<file path="config.mk">
export PLATFORM = sky130hd
export DESIGN_NAME = ipv4fe_cfg
export DESIGN_NICKNAME = d
export VERILOG_FILES = /design/src/design/ipv4fe_pkg.sv /design/src/design/ipv4fe_cfg.sv
export SDC_FILE = /design/constraint.sdc
export NUM_CORES = 1
export LEC_CHECK = 0
export BUFFER_PORTS_ARGS = -buffer_cell sky130_fd_sc_hd__buf_2
export CAP_MARGIN = 10
export CELL_PAD_IN_SITES_DETAIL_PLACEMENT = 1
export CELL_PAD_IN_SITES_GLOBAL_PLACEMENT = 1
export CORE_UTILIZATION = 20
export CTS_BUF_LIST = sky130_fd_sc_hd__clkbuf_8 sky130_fd_sc_hd__clkbuf_16
export DETAILED_ROUTE_END_ITERATION = 6
export PLACE_DENSITY_LB_ADDON = 0.1
export SYNTH_ARGS = -nofsm -noshare
export SYNTH_HDL_FRONTEND = slang
export SYNTH_SLANG_ARGS = --single-unit
export TNS_END_PERCENT = 20
</file>
<file path="constraint.sdc">
create_clock -name clk -period 0.8 [get_ports clk]
set_input_delay 0.08 -clock clk [delete_from_list [all_inputs] [get_ports clk]]
set_output_delay 0.08 -clock clk [all_outputs]
set_load 0.05 [all_outputs]
</file>
<file path="src/design/ipv4fe_pkg.sv">
package ipv4fe_pkg;

  localparam int unsigned ROUTE_ENTRIES_DEF = 64;
  localparam int unsigned MAC_ENTRIES_DEF   = 64;
  localparam int unsigned PORT_COUNT_DEF    = 16;

  localparam int unsigned COUNT_W    = 7;
  localparam int unsigned CNT_CMP_W  = 11;
  localparam int unsigned PORT_CMP_W = 9;
  localparam int unsigned APB_ADDR_W = 3;
  localparam int unsigned CSUM_WORDS = 9;

  localparam logic [15:0] ETHERTYPE_IPV4 = 16'h0800;

  localparam logic [1:0] OP_ROUTE = 2'd0;
  localparam logic [1:0] OP_MAC   = 2'd1;
  localparam logic [1:0] OP_FWD   = 2'd2;

  localparam logic [2:0] V_FORWARD   = 3'd0;
  localparam logic [2:0] V_NOT_IPV4  = 3'd1;
  localparam logic [2:0] V_BAD_CSUM  = 3'd2;
  localparam logic [2:0] V_NO_ROUTE  = 3'd3;
  localparam logic [2:0] V_TTL_ZERO  = 3'd4;
  localparam logic [2:0] V_NO_MAC    = 3'd5;
  localparam logic [2:0] V_LOAD_DONE = 3'd6;

  typedef struct packed {
    logic [1:0]  opcode;
    logic [5:0]  entry_index;
    logic [31:0] entry_ip;
    logic [31:0] entry_mask;
    logic [31:0] entry_next_hop;
    logic [3:0]  entry_port;
    logic [47:0] entry_mac;
    logic [15:0] frame_type;
    logic [63:0] hdr_first;
    logic [63:0] hdr_middle;
    logic [31:0] hdr_dest;
  } in_req_t;

  typedef struct packed {
    logic [2:0]  verdict;
    logic [3:0]  out_port;
    logic [47:0] dest_mac;
    logic [7:0]  new_ttl;
    logic [15:0] new_checksum;
  } out_res_t;

  typedef struct packed {
    logic [31:0] prefix;
    logic [31:0] mask;
    logic [31:0] hop;
    logic [3:0]  port;
  } route_ent_t;

  typedef struct packed {
    logic [31:0] ip;
    logic [47:0] mac;
  } nbr_ent_t;

  typedef struct packed {
    logic [COUNT_W-1:0] route_count;
    logic [COUNT_W-1:0] mac_count;
  } cfg_t;

  // one's complement add, end-around carry
  function automatic logic [15:0] oc_add(input logic [15:0] a, input logic [15:0] b);
    logic [16:0] s;
    s = {1'b0, a} + {1'b0, b};
    return s[15:0] + {15'b0, s[16]};
  endfunction

endpackage

</file>
<file path="src/design/ipv4fe_cfg.sv">
module ipv4fe_cfg (
  input  logic                                clk,
  input  logic                                rst_n,
  input  logic                                psel,
  input  logic                                penable,
  input  logic                                pwrite,
  input  logic [ipv4fe_pkg::APB_ADDR_W-1:0]   paddr,
  input  logic [31:0]                         pwdata,
  output logic [31:0]                         prdata,
  output logic                                pready,
  output ipv4fe_pkg::cfg_t                    cfg
);

  typedef enum logic {
    REG_ROUTE_COUNT,
    REG_MAC_COUNT
  } reg_idx_t;

  ipv4fe_pkg::cfg_t cfg_r;
  ipv4fe_pkg::cfg_t cfg_nxt;
  reg_idx_t         idx;

  assign idx = reg_idx_t'(paddr[2]);

  always_comb begin
    cfg_nxt = cfg_r;
    if (psel && penable && pwrite) begin
      case (idx)
        REG_ROUTE_COUNT: cfg_nxt.route_count = pwdata[ipv4fe_pkg::COUNT_W-1:0];
        REG_MAC_COUNT:   cfg_nxt.mac_count   = pwdata[ipv4fe_pkg::COUNT_W-1:0];
        default: cfg_nxt = cfg_r;
      endcase
    end
  end

  always_ff @(posedge clk) begin
    if (!rst_n) begin
      cfg_r <= '0;
    end else begin
      cfg_r <= cfg_nxt;
    end
  end

  always_comb begin
    case (idx)
      REG_ROUTE_COUNT: prdata = {{(32-ipv4fe_pkg::COUNT_W){1'b0}}, cfg_r.route_count};
      REG_MAC_COUNT:   prdata = {{(32-ipv4fe_pkg::COUNT_W){1'b0}}, cfg_r.mac_count};
      default:         prdata = '0;
    endcase
  end

  assign pready = 1'b1;
  assign cfg    = cfg_r;

endmodule

</file>
* After elaboration in Yosys (flattened, before gate mapping)
Index checks and enable logic that the tools add are counted.
Cells by class: mux-type cells 1, bitwise operators 1, reduce and logical (&&, ||, !) cells 4
Operators with widths (number):
- 32-bit one-hot mux with 2 select lines | 1
- 2-bit AND reduction | 2
- 1-bit logical AND | 2
- 1-bit NOT | 1
Storage, ports and cells: logic and storage cells 8, bits in registers 14, output and inout port bits 47

* Logic depth before layout (Yosys ltp)
depth in word-level cells 3, depth in mapped cells 4, depth with buffers taken out 2

* Worst setup path after synthesis
Ideal clock, no wire load.
kind register -> output, start point reg cfg_r (netlist bit cfg[0]), end point out prdata[0], required time 720 ps, setup slack -328 ps, arrival time 1048 ps, stages on the path, launching flop included 2, cell sequence dfxtp_1 > mux2_2
On the way: word-level cells in the longest chain between the ends 1
RTL lines:
- start: declaration | line ipv4fe_cfg.sv:19 | ipv4fe_pkg::cfg_t cfg_r;
- start signal: assignment | line ipv4fe_cfg.sv:40 | cfg_r <= cfg_nxt;
- 32-bit one-hot mux with 2 select lines | line ipv4fe_cfg.sv:45 | case (idx)
- end: declaration | line ipv4fe_cfg.sv:9 | output logic [31:0] prdata,
Every way passes these cells. The select of a mux whose other input is x is not followed.

* Final worst setup path
start point reg cfg_r (netlist bit cfg[7]), end point out prdata[0]
Same word-level chain as after synthesis.

==> results.yml <==
critical_path:
  crit_type: "reg2out"
  start_kind: "flop"
  rr_worst_depth: 4
  worstReg2RegStart: "cfg[8]"
  ff2ff_setup_slack_ns: 0.01
  critPathMaxStageDelay_ns: 0.33
  crit_slowest_cell: "dfxtp_4"
  required_ns: 0.72
  r2r_end: "cfg[8]"
  cp-end-kind: "primary output"
  crit_arrival_ns: 1.01
  critPathMaxFanout: 2
  worstPathCellList: "mux2_4 > buf_8"
timing:
  finalHoldViolations: 0
  setup_slack_ns: -0.2863
  finalCritPeriodShare: 1.358
  drv_slew: 0
  max_freq_mhz: 920.6
  rsz0062_at_grt: "yes"
  setup_viol_count_final: 21
  skew_ns: 0
  holdWs_ns: 0.09802
  fin_tns_setup_ns: -3.967
  finalCriticalPeriod_ns: 1.086
worst_hold_path:
  min_path_type: "in2reg"
  whs_path_depth: 3
  min-delay-start: "pwdata[6]"
  hold_end: "cfg[13]"
power_and_ir_drop:
  power_density_nw_per_um2: 1346
  power_leakage_nw: 0.7422
  total_power_mw: 1.846
  max-vdd-ir-drop_mv: 0.3571
die:
  chipHeight_um: 67.08
  ios: 87
  row_count: 23
  fp.dieW_um: 67.08
  initial_core_util: 0.2102
  core-area_um2: 4029
  fp.dieArea_um2: 4500
synthesis:
  synthTopCellsByArea: "dfxtp_1 (33%), buf_4 (23%), mux2i_1 (17%)"
  synth-simple-area-share: 0.1359
  ys_warn_count: 0
  synthXorXnorAreaFrac: 0
  synth_compound_area_frac: 0
  yosysSeqAreaShare: 0.3309
  yosysTopAreaCellShare: 0.3309
  syn_area_um2: 847.1
  synthCells: 90
  ys_ff_latch: 14
  syn_area_per_cell_um2: 9.412
  synth_top_family_by_area: "buffers and inverters"
  ys_types: 10
  synth_top_area_cell: "dfxtp_1"
  synthAdderAreaFrac: 0
  synthMuxAreaShare: 0.2585
drt:
  via_per_inst: 3.676
  drc: 0
  drt_iter0_markers: 17
  drtPass1Iterations: 3
  drtAntennaViolNets: 0
  vias: 691
  wl_per_cell_um: 10.80
  finalWirelength_um: 2031
final_layout:
  final_cell_area_um2: 1371
  final_nets: 179
  largest_register_ff_count: 14
  drive_above_1_share: 0.5652
  syn2layout_area_growth_pct: 61.89
  antennaDiodeCount: 0
  final_core_util: 0.3404
  final_common_cell: "conb_1"
  final_cell_mix: "conb_1 (26), buf_6 (21), nand2_1 (19)"
status:
  status: "complete, but fails checks"
  violations: "negative setup slack"
clock_tree:
  cts_tree: "done"
  htree_levels: 1
  clkLatencyLatePin_ns: 0.24
  numCtsBuffers: 3
  cts.sinks: 14
  cts_hold_buf: 0
  cts.path.max_buffers: 2
  clk_pin_slew_ns: 0.06
  cts_root_buf: "clkbuf_8"
run:
  maxCapViolations: 0
global_route:
  grt_overflow: 0
  grt_max_degree: 22
  antenna_found_initial: 0
  grtUsageTotal: 0.09456
  grt_pass1_wl_um: 3008
  grt_pass1_vias: 654
placement:
  place_area_um2: 1144
  gp_congestion: 0.6294
  port_buffers: 33
  place_hpwl_um: 1563
-- what timing repair did --
item | in CTS | in global routing
setup buffers | 0 | 2
resized for setup | 42 | 9
hold endpoints to repair | 0 | 0
endpoints found under the setup margin | 21 | 28
-- worst max-delay path by stage --
stage / startpoint / endpoint / slack [ns]
detailed placement: paddr[2] / cfg[0] / -0.26
CTS: cfg[7] / prdata[0] / -0.30
global placement: paddr[2] / cfg[6] / -0.25
floorplan: cfg[7] / prdata[0] / -0.03
finish: cfg[7] / prdata[0] / -0.29
global route: cfg[7] / prdata[0] / -0.32
-- worst max-delay path: cells and delay by family, from the launching register on --
family | cells | cell delay, ns
flip-flops | 1 | 0.33
multiplexers | 1 | 0.28
buffers and inverters | 1 | 0.15
-- kinds of logic after synthesis --
kind of cell  count (synthesis)
other cells                   2
flops                        14
mux                          21
simple gates                 23
buf+inv                      30
-- final cells by class --
class                           count  area, um2
Fill cell                         479       2658
Clock buffer                        3      41.29
Multi-Input combinational cell     70      471.7
Clock inverter                      1      3.754
Sequential cell                    14      332.8
Timing Repair Buffer               50      459.2
Tap cell                           50      62.56
-- power by group --
| group | internal (mW) | switching [mW] |
|---|---|---|
| sequential | 0.677 | 0.00779 |
| combinational | 0.141 | 0.448 |
| clock | 0.339 | 0.233 |
| total | 1.16 | 0.690 |
-- Yosys cell counts --
cell type,number
buf_4,26
nand2_1,21
dfxtp_1,14
mux2i_1,14
mux2_2,7
buf_6,2
clkbuf_1,2
conb_1,2
nand4_2,1
nand4b_4,1
-- through the flow --
| step | setup slack, ns | std cells |
|---|---|---|
| after detailed placement | -0.2623 | 182 |
| after CTS | -0.2996 | 186 |
| after global routing | -0.3152 | 188 |
| after global placement | -0.2494 | 182 |
| final | -0.2863 | 188 |
| after floorplan | -0.02983 | 114 |
-- layer usage --
metal | vias up | global-route usage | part of all wire
met4 | 0 | 0.03989 | 0.0069
met3 | 2 | 0.03082 | 0.084
li1 | 336 | - | -
met1 | 318 | 0.09684 | 0.35
met2 | 35 | 0.1725 | 0.56
met5 | - | 0 | 0
(Power assumes the default switching activity.)
